<file path="src/design/sync_word_length_prefixed_deframer_core_macros.svh">
// ----------------------------------------------------------------------------
// Deframer assertion macros
// Clocked, reset-gated property wrappers shared by the deframer RTL.
// ----------------------------------------------------------------------------
`ifndef SYNC_WORD_LENGTH_PREFIXED_DEFRAMER_CORE_MACROS_SVH
`define SYNC_WORD_LENGTH_PREFIXED_DEFRAMER_CORE_MACROS_SVH

// same-cycle implication
`define SWLD_ASSERT_IMPL(label, ante, cons) \
    label: assert property (@(posedge clk) disable iff (!rst_n) (ante) |-> (cons)) \
        else $error("deframer check failed");

// next-cycle implication
`define SWLD_ASSERT_NEXT(label, ante, cons) \
    label: assert property (@(posedge clk) disable iff (!rst_n) (ante) |=> (cons)) \
        else $error("deframer check failed");

`endif

</file>
<file path="src/design/swld_pkg.sv">
// ----------------------------------------------------------------------------
// swld_pkg
// Types and constants for the sync word, length prefixed deframer.
// ----------------------------------------------------------------------------
`timescale 1ns / 1ps

package swld_pkg;

    localparam int CFG_INDEX_W = 8;
    localparam int CFG_DATA_W  = 32;

    localparam logic [CFG_INDEX_W-1:0] REG_SYNC_WORD     = 8'd0;
    localparam logic [CFG_INDEX_W-1:0] REG_TIMEOUT_TICKS = 8'd1;
    localparam logic [CFG_INDEX_W-1:0] REG_MAX_NAME      = 8'd2;
    localparam logic [CFG_INDEX_W-1:0] REG_MAX_SECRET    = 8'd3;

    localparam logic [31:0] SYNC_WORD_RST     = 32'h1234_5678;
    localparam logic [31:0] TIMEOUT_TICKS_RST = 32'd1024;
    localparam logic [7:0]  MAX_NAME_RST      = 8'd32;
    localparam logic [7:0]  MAX_SECRET_RST    = 8'd64;

    localparam logic ACTION_BYTE = 1'b0;
    localparam logic ACTION_TICK = 1'b1;

    localparam logic [1:0] KIND_NAME   = 2'd0;
    localparam logic [1:0] KIND_SECRET = 2'd1;
    localparam logic [1:0] KIND_EMPTY  = 2'd2;
    localparam logic [1:0] KIND_ERROR  = 2'd3;

    localparam logic [1:0] ERR_NONE    = 2'd0;
    localparam logic [1:0] ERR_SYNC    = 2'd1;
    localparam logic [1:0] ERR_TIMEOUT = 2'd2;
    localparam logic [1:0] ERR_LENGTH  = 2'd3;

    localparam logic [1:0] SYNC_LAST = 2'd3;

    typedef enum logic [4:0] {
        PH_IDLE       = 5'b00001,
        PH_NAME_LEN   = 5'b00010,
        PH_SECRET_LEN = 5'b00100,
        PH_NAME       = 5'b01000,
        PH_SECRET     = 5'b10000
    } phase_t;

    typedef struct packed {
        phase_t      phase;
        logic [1:0]  sync_index;
        logic [7:0]  name_remaining;
        logic [7:0]  secret_remaining;
        logic [31:0] elapsed_ticks;
    } frame_state_t;

    typedef struct packed {
        logic [31:0] sync_word;
        logic [31:0] timeout_ticks;
        logic [7:0]  max_name_length;
        logic [7:0]  max_secret_length;
    } frame_cfg_t;

    typedef struct packed {
        logic [1:0] kind;
        logic [7:0] payload;
        logic       field_last;
        logic       frame_done;
        logic [1:0] error_code;
    } result_t;

    localparam frame_state_t STATE_IDLE = '{
        phase:            PH_IDLE,
        sync_index:       2'd0,
        name_remaining:   8'd0,
        secret_remaining: 8'd0,
        elapsed_ticks:    32'd0
    };

endpackage

</file>
<file path="src/design/swld_step.sv">
// ----------------------------------------------------------------------------
// swld_step
// Next-state and result logic for one beat: sync hunt, length capture,
// payload tagging and tick timeout.
// ----------------------------------------------------------------------------
`timescale 1ns / 1ps

module swld_step (
    input  swld_pkg::frame_state_t state,
    input  swld_pkg::frame_cfg_t   cfg,
    input  logic                   action,
    input  logic [7:0]             byte_value,
    output swld_pkg::frame_state_t state_next,
    output logic                   res_valid,
    output swld_pkg::result_t      res
);
    import swld_pkg::*;

    frame_state_t cur;
    logic         phase_ok;
    logic [7:0]   want;
    logic [31:0]  elapsed_inc;
    logic [7:0]   name_dec;
    logic [7:0]   secret_dec;

    // unused phase codes fall back to idle
    assign phase_ok = (state.phase == PH_IDLE) || (state.phase == PH_NAME_LEN) ||
                      (state.phase == PH_SECRET_LEN) || (state.phase == PH_NAME) ||
                      (state.phase == PH_SECRET);
    assign cur = phase_ok ? state : STATE_IDLE;

    always_comb
    begin
        case (cur.sync_index)
            2'd0:    want = cfg.sync_word[31:24];
            2'd1:    want = cfg.sync_word[23:16];
            2'd2:    want = cfg.sync_word[15:8];
            default: want = cfg.sync_word[7:0];
        endcase
    end

    assign elapsed_inc = (&cur.elapsed_ticks) ? cur.elapsed_ticks : cur.elapsed_ticks + 32'd1;
    assign name_dec    = cur.name_remaining - 8'd1;
    assign secret_dec  = cur.secret_remaining - 8'd1;

    always_comb
    begin
        state_next = cur;
        res_valid  = 1'b0;
        res        = '{kind: KIND_ERROR, payload: 8'd0, field_last: 1'b0,
                       frame_done: 1'b0, error_code: ERR_NONE};

        if (action == ACTION_TICK)
        begin
            // ticks before any sync byte are not counted
            if (!(cur.phase == PH_IDLE && cur.sync_index == 2'd0))
            begin
                if (elapsed_inc >= cfg.timeout_ticks)
                begin
                    state_next     = STATE_IDLE;
                    res_valid      = 1'b1;
                    res.error_code = ERR_TIMEOUT;
                end
                else
                begin
                    state_next.elapsed_ticks = elapsed_inc;
                end
            end
        end
        else
        begin
            state_next.elapsed_ticks = 32'd0;
            case (cur.phase)
                PH_NAME_LEN:
                begin
                    if (byte_value > cfg.max_name_length)
                    begin
                        state_next     = STATE_IDLE;
                        res_valid      = 1'b1;
                        res.error_code = ERR_LENGTH;
                    end
                    else
                    begin
                        state_next.name_remaining = byte_value;
                        state_next.phase          = PH_SECRET_LEN;
                    end
                end
                PH_SECRET_LEN:
                begin
                    if (byte_value > cfg.max_secret_length)
                    begin
                        state_next     = STATE_IDLE;
                        res_valid      = 1'b1;
                        res.error_code = ERR_LENGTH;
                    end
                    else if (cur.name_remaining == 8'd0 && byte_value == 8'd0)
                    begin
                        state_next     = STATE_IDLE;
                        res_valid      = 1'b1;
                        res.kind       = KIND_EMPTY;
                        res.frame_done = 1'b1;
                    end
                    else
                    begin
                        state_next.secret_remaining = byte_value;
                        state_next.phase = (cur.name_remaining != 8'd0) ? PH_NAME : PH_SECRET;
                    end
                end
                PH_NAME:
                begin
                    res_valid      = 1'b1;
                    res.kind       = KIND_NAME;
                    res.payload    = byte_value;
                    res.field_last = (name_dec == 8'd0);
                    res.frame_done = (name_dec == 8'd0) && (cur.secret_remaining == 8'd0);
                    state_next.name_remaining = name_dec;
                    if (res.frame_done)
                    begin
                        state_next = STATE_IDLE;
                    end
                    else if (res.field_last)
                    begin
                        state_next.phase = PH_SECRET;
                    end
                end
                PH_SECRET:
                begin
                    res_valid      = 1'b1;
                    res.kind       = KIND_SECRET;
                    res.payload    = byte_value;
                    res.field_last = (secret_dec == 8'd0);
                    res.frame_done = (secret_dec == 8'd0);
                    state_next.secret_remaining = secret_dec;
                    if (res.frame_done)
                    begin
                        state_next = STATE_IDLE;
                    end
                end
                default:
                begin
                    // sync hunt
                    if (byte_value != want)
                    begin
                        state_next     = STATE_IDLE;
                        res_valid      = 1'b1;
                        res.error_code = ERR_SYNC;
                    end
                    else if (cur.sync_index == SYNC_LAST)
                    begin
                        state_next.sync_index = 2'd0;
                        state_next.phase      = PH_NAME_LEN;
                    end
                    else
                    begin
                        state_next.sync_index = cur.sync_index + 2'd1;
                    end
                end
            endcase
        end
    end

endmodule

</file>
<file path="src/design/sync_word_length_prefixed_deframer_core.sv">
// Path: a beat goes to the input register, its result to the result register.
// Throughput: one beat per cycle unless a result waits on result_ready; the
//   state loop: one 32-bit increment/compare and an 8-bit decrement.
// Reset (rst_n low, async): frame state idle, pipeline empty, registers back
//   to sync word 0x12345678, timeout 1024, name max 32, secret max 64.
`timescale 1ns / 1ps

// ----------------------------------------------------------------------------
// sync_word_length_prefixed_deframer_core
// Input register, per-beat frame logic and a result register with handshake.
// ----------------------------------------------------------------------------
`include "sync_word_length_prefixed_deframer_core_macros.svh"

module sync_word_length_prefixed_deframer_core (
    input  logic                             clk,
    input  logic                             rst_n,
    input  logic                             item_valid,
    output logic                             item_ready,
    input  logic                             action,
    input  logic [7:0]                       byte_value,
    output logic                             result_valid,
    input  logic                             result_ready,
    output logic [1:0]                       kind,
    output logic [7:0]                       payload,
    output logic                             field_last,
    output logic                             frame_done,
    output logic [1:0]                       error_code,
    input  logic                             cfg_we,
    input  logic [swld_pkg::CFG_INDEX_W-1:0] cfg_index,
    input  logic [swld_pkg::CFG_DATA_W-1:0]  cfg_data
);
    import swld_pkg::*;

    frame_cfg_t   cfg_reg;
    frame_state_t state_reg;
    frame_state_t state_next;
    logic         s1_valid_reg;
    logic         s1_action_reg;
    logic [7:0]   s1_byte_reg;
    logic         res_valid;
    result_t      res;
    logic         out_free;
    logic         s1_go;
    logic         result_valid_reg;
    logic         result_valid_next;
    result_t      result_reg;

    always_ff @(posedge clk or negedge rst_n)
    begin
        if (!rst_n)
        begin
            cfg_reg.sync_word         <= SYNC_WORD_RST;
            cfg_reg.timeout_ticks     <= TIMEOUT_TICKS_RST;
            cfg_reg.max_name_length   <= MAX_NAME_RST;
            cfg_reg.max_secret_length <= MAX_SECRET_RST;
        end
        else if (cfg_we)
        begin
            case (cfg_index)
                REG_SYNC_WORD:     cfg_reg.sync_word         <= cfg_data;
                REG_TIMEOUT_TICKS: cfg_reg.timeout_ticks     <= cfg_data;
                REG_MAX_NAME:      cfg_reg.max_name_length   <= cfg_data[7:0];
                REG_MAX_SECRET:    cfg_reg.max_secret_length <= cfg_data[7:0];
                default:           ;
            endcase
        end
    end

    swld_step u_step (
        .state      (state_reg),
        .cfg        (cfg_reg),
        .action     (s1_action_reg),
        .byte_value (s1_byte_reg),
        .state_next (state_next),
        .res_valid  (res_valid),
        .res        (res)
    );

    // a beat with no result never waits on the output side
    assign out_free   = !result_valid_reg || result_ready;
    assign s1_go      = s1_valid_reg && (!res_valid || out_free);
    assign item_ready = !s1_valid_reg || s1_go;

    always_comb
    begin
        result_valid_next = result_valid_reg && !result_ready;
        if (s1_go && res_valid)
        begin
            result_valid_next = 1'b1;
        end
    end

    always_ff @(posedge clk or negedge rst_n)
    begin
        if (!rst_n)
        begin
            s1_valid_reg     <= 1'b0;
            result_valid_reg <= 1'b0;
            state_reg        <= STATE_IDLE;
        end
        else
        begin
            s1_valid_reg     <= item_valid || (s1_valid_reg && !s1_go);
            result_valid_reg <= result_valid_next;
            if (s1_go)
            begin
                state_reg <= state_next;
            end
        end
    end

    always_ff @(posedge clk)
    begin
        if (item_valid && item_ready)
        begin
            s1_action_reg <= action;
            s1_byte_reg   <= byte_value;
        end
        if (s1_go && res_valid)
        begin
            result_reg <= res;
        end
    end

    assign result_valid = result_valid_reg;
    assign kind         = result_reg.kind;
    assign payload      = result_reg.payload;
    assign field_last   = result_reg.field_last;
    assign frame_done   = result_reg.frame_done;
    assign error_code   = result_reg.error_code;

    `SWLD_ASSERT_IMPL(a_phase_onehot, 1'b1, $onehot(state_reg.phase))
    `SWLD_ASSERT_IMPL(a_sync_only_idle, state_reg.sync_index != 2'd0,
        state_reg.phase == PH_IDLE)
    `SWLD_ASSERT_IMPL(a_error_shape, result_valid_reg && result_reg.kind == KIND_ERROR,
        !result_reg.frame_done && result_reg.error_code != ERR_NONE)
    `SWLD_ASSERT_IMPL(a_done_is_last, result_valid_reg && result_reg.frame_done &&
        result_reg.kind != KIND_EMPTY, result_reg.field_last)
    `SWLD_ASSERT_NEXT(a_done_goes_idle, s1_go && res_valid && res.frame_done,
        state_reg.phase == PH_IDLE)

endmodule
</file>
<file path="config.mk">
export PLATFORM = sky130hd
export DESIGN_NAME = sync_word_length_prefixed_deframer_core
export DESIGN_NICKNAME = d
export VERILOG_FILES = /design/src/design/swld_pkg.sv /design/src/design/swld_step.sv /design/src/design/sync_word_length_prefixed_deframer_core.sv
export VERILOG_INCLUDE_DIRS = /design/src /design/src/design
export SDC_FILE = /design/constraint.sdc
export NUM_CORES = 1
export LEC_CHECK = 0
export ABC_CLOCK_PERIOD_IN_PS = 10600
export BUFFER_PORTS_ARGS = -buffer_cell sky130_fd_sc_hd__buf_2
export CAP_MARGIN = 5
export CORE_UTILIZATION = 45
export DETAILED_ROUTE_END_ITERATION = 10
export SYNTH_ARGS = -nofsm -noshare
export SYNTH_HDL_FRONTEND = slang
export SYNTH_SLANG_ARGS = --single-unit
</file>
<file path="constraint.sdc">
create_clock -name clk -period 10.6 [get_ports clk]
set_input_delay 2.12 -clock clk [delete_from_list [all_inputs] [get_ports clk]]
set_output_delay 2.12 -clock clk [all_outputs]
set_load 0.005 [all_outputs]
</file>
==> results.sh <==
export IMPL_outcome="finished clean"
export IMPL_reg2reg_depth=24
export IMPL_num_vias=7395
export IMPL_rows=52
export IMPL_cts_buffers=17
export IMPL_pin_count=70
export IMPL_routed_wl_mm=24.3
export IMPL_hold_viol=0
export IMPL_path_class="flop to output pin"
export IMPL_gp_congestion=0.833
export IMPL_grt_max_degree=71
export IMPL_cts_path_max_buffers=2
export IMPL_hold_path_end="state_reg[30]"
export IMPL_holdCritStartpoint="state_reg[30]"
export IMPL_synth_seq_cells=160
export IMPL_hold_buffers=0
export IMPL_htree_num_levels=4
export IMPL_area_delta_synth_final_pct=12.0
export IMPL_synth_edf_count=23
export IMPL_drtAntennaViolNets=0
export IMPL_fin_crit_sh=0.839
export IMPL_clock_sinks=160
export IMPL_cts_tree="yes"
export IMPL_powerDensity_nw_per_um2=155
export IMPL_syn_nets=1063
export IMPL_netlist_instances=952
export IMPL_largest_reg_flops=80
export IMPL_skew_ns=0.0162
export IMPL_initial_utilization=0.466
export IMPL_die_h_microns=148
export IMPL_final_setup_tns_ns=0
export IMPL_port_buffers=69
export IMPL_crit_family="simple AND/OR/NAND/NOR gates"
export IMPL_dp_hpwl_mm=17.3
export IMPL_layout_nets=1113
export IMPL_nFillCells=1854
export IMPL_max_freq_mhz=112
export IMPL_reg2reg_from="state_reg[50]"
export IMPL_avgSynthCellArea_sq_um=10.0
export IMPL_grt_pass1_wl_mm=39.0
export IMPL_path_cells="nor2_1 -> a22oi_1 -> nand2_1 -> nand2_1 -> inv_1 -> ha_1 -> nand3_1 -> nor4_1 -> o2111a_2 -> a2111oi_4 -> and3_1 -> or4b_1 -> xor2_1 -> nor2_4 -> ha_1 -> nand4_1 -> nor2_1 -> a222oi_1 -> or3b_2 -> a21oi_1 -> nor2_1 -> a22o_1 -> nand3_1 -> buf_2"
export IMPL_crit_path_top_delay_cell="dfstp_2"
export IMPL_leakagePower_nw=4.73
export IMPL_slew_viol_final=0
export IMPL_post_route_util=0.522
export IMPL_viasPerCell=5.75
export IMPL_die_area_sq_um=21800
export IMPL_critPathMaxFanout=8
export IMPL_hp_class="flop to flop"
export IMPL_yosys_warnings=0
export IMPL_setup_viol=0
export IMPL_grt_use_total=0.233
export IMPL_routedWlPerCell_microns=18.9
export IMPL_dp_cells=1253
export IMPL_drt_iter0_drc=505
export IMPL_critical_path_arrival_ns=6.77
export IMPL_worstMarginPinSlew_ns=0.942
export IMPL_startpoint_type="flop"
export IMPL_grt_pass1_vias=6829
export IMPL_synth_cell_type_count=74
export IMPL_synth_yosys_seq_area_share=0.434
export IMPL_dr_pass1_iters=6
export IMPL_clk_pin_slew_worst_paths_ns=0.08
export IMPL_syn_area_sq_um=9550
export IMPL_core_sq_um=20500
export IMPL_reg2reg_to="state_reg[16]"
export IMPL_cp_num_buf_inv=2
export IMPL_crit_required_ns=8.48
export IMPL_fin_cells=1286
export IMPL_max_stage_delay_ns=0.58
export IMPL_die_x_microns=148
export IMPL_async_reset_ff_frac=0.856
export IMPL_worst_r2r_setup_slack_ns=2.88
export IMPL_ctsResizeCount=0
export IMPL_drv_cap=0
export IMPL_slew_headroom=0.372
export IMPL_clk_latency_ns=0.44
export IMPL_rsz0062_at_grt="false"
export IMPL_cp_end_kind="output pin"
export IMPL_crit_path_frequent_cell="nor2_1"
export IMPL_drc=0
export IMPL_cts_root_buf="clkbuf_16"
export IMPL_vdd_drop_max_mv=0.116
export IMPL_synth_ff_type="dfrtp_1"
export IMPL_antenna_found_initial=0
export IMPL_drive_gt1_frac=0.215
export IMPL_postCtsSetupBuffers=0
export IMPL_gr_total_overflow=0
export IMPL_hold_path_depth=1
export IMPL_min_period_ns=8.89
==> logic make-up after synthesis <==
family,after synthesis,synth area share
and+or+nand+nor,277,0.151
AOI/OAI and AO/OA,218,0.155
DFF,160,0.434
buffers and inverters,111,0.0473
muxes,81,0.0943
adders and majority gates,57,0.0747
xor gates and xnor gates,48,0.0440
==> through the flow <==
| step | setup WS, ns | cell area, sq um | hold WS [ns] | total power (W) |
|---|---|---|---|---|
| final | 1.71 | 10700 | 0.503 | 0.00166 |
| after global routing | 1.23 | 10700 | 0.512 | 0.00173 |
| after CTS | 1.69 | 10700 | 0.498 | 0.00167 |
| after detailed placement | 2.19 | 10100 | 0.490 | 0.00103 |
| after global placement | 2.39 | 10100 | 0.486 | 0.00103 |
| after floorplan | 2.78 | 9550 | 0.462 | 0.000920 |
==> Yosys cell counts, types with 4 or more instances <==
| library cell | n | area share |
|---|---|---|
| edfxtp_1 | 23 | 0.072 |
| nand3b_1 | 4 | 0.0031 |
| a21o_1 | 9 | 0.0071 |
| mux2i_1 | 9 | 0.0094 |
| a222oi_1 | 9 | 0.0094 |
| nor4_1 | 9 | 0.0059 |
| nand3_1 | 24 | 0.013 |
| xor2_1 | 24 | 0.022 |
| nor3_1 | 17 | 0.0089 |
| o31ai_1 | 6 | 0.0047 |
| dfrtp_1 | 120 | 0.31 |
| a22o_1 | 25 | 0.023 |
| a22oi_1 | 6 | 0.0047 |
| and3_1 | 10 | 0.0066 |
| nand2_1 | 81 | 0.032 |
| inv_1 | 67 | 0.026 |
| dfstp_2 | 17 | 0.047 |
| o21ai_0 | 60 | 0.031 |
| buf_2 | 7 | 0.0037 |
| nor2_1 | 51 | 0.020 |
| mux2_2 | 72 | 0.085 |
| o21a_1 | 4 | 0.0031 |
| xnor2_1 | 24 | 0.022 |
| o2bb2ai_1 | 9 | 0.0083 |
| and2_1 | 14 | 0.0092 |
| a21oi_1 | 55 | 0.029 |
| nor2b_1 | 7 | 0.0046 |
| nand2b_1 | 8 | 0.0052 |
| nand4_1 | 16 | 0.010 |
| or3_1 | 8 | 0.0052 |
| clkbuf_1 | 31 | 0.012 |
| and4_1 | 4 | 0.0037 |
| ha_1 | 57 | 0.075 |
==> power breakdown <==
group | leakage [nW] | internal, W | total [W] | switching, W
sequential | 2.03 | 0.000665 | 0.000701 | 0.0000360
combinational | 2.40 | 0.000110 | 0.000321 | 0.000211
clock | 0.297 | 0.000321 | 0.000634 | 0.000313
==> cell usage in the layout, fill, tap and decap left out, drive strengths merged, types with 6 or more instances in the layout <==
master | synthesis | final
ha | 57 | 57
a22o | 25 | 25
a21o | 10 | 10
and2 | 14 | 14
buf | 13 | 75
dfstp | 17 | 17
clkbuf | 31 | 17
o2bb2ai | 9 | 9
inv | 67 | 77
nand2b | 8 | 8
nor2 | 53 | 53
nor2b | 7 | 7
or3 | 10 | 10
mux2i | 9 | 9
xnor2 | 24 | 24
a22oi | 6 | 6
dfrtp | 120 | 120
nand2 | 81 | 81
and3 | 10 | 10
a222oi | 9 | 9
nand3 | 24 | 24
nor4 | 10 | 10
o21ai | 61 | 61
mux2 | 72 | 72
o31ai | 6 | 6
xor2 | 24 | 24
nand4 | 16 | 16
nor3 | 17 | 17
a21oi | 56 | 56
edfxtp | 23 | 23
==> cell type report <==
class / count / area (sq um) / share of cell area
Antenna cell: 1 / 2.50 / 0.000234
Multi-Input combinational cell: 681 / 4960 / 0.464
Tap cell: 270 / 338 / 0.0316
Clock buffer: 17 / 425 / 0.0398
Inverter: 67 / 251 / 0.0235
Sequential cell: 160 / 4140 / 0.387
Timing Repair Buffer: 75 / 397 / 0.0371
Clock inverter: 15 / 179 / 0.0167
==> metal layers <==
layer | vias up | global-route usage | routed length (microns)
li1 | 3547 | - | -
met1 | 3618 | 0.344 | 11800
met2 | 202 | 0.356 | 11000
met3 | 28 | 0.0364 | 1250
met4 | 0 | 0.0608 | 303
met5 | - | 0 | 0
==> worst max path at each step <==
stage | slack, ns | startpoint | cells after the start | end
finish | 1.71 | state_reg[50] | 24 | item_ready
CTS | 1.69 | state_reg[50] | 24 | item_ready
global placement | 2.39 | state_reg[50] | 24 | item_ready
detailed placement | 2.19 | state_reg[50] | 24 | item_ready
global route | 1.23 | state_reg[50] | 24 | item_ready
floorplan | 2.78 | state_reg[50] | 25 | item_ready
Note: power is estimated with default switching activity, not from simulation.
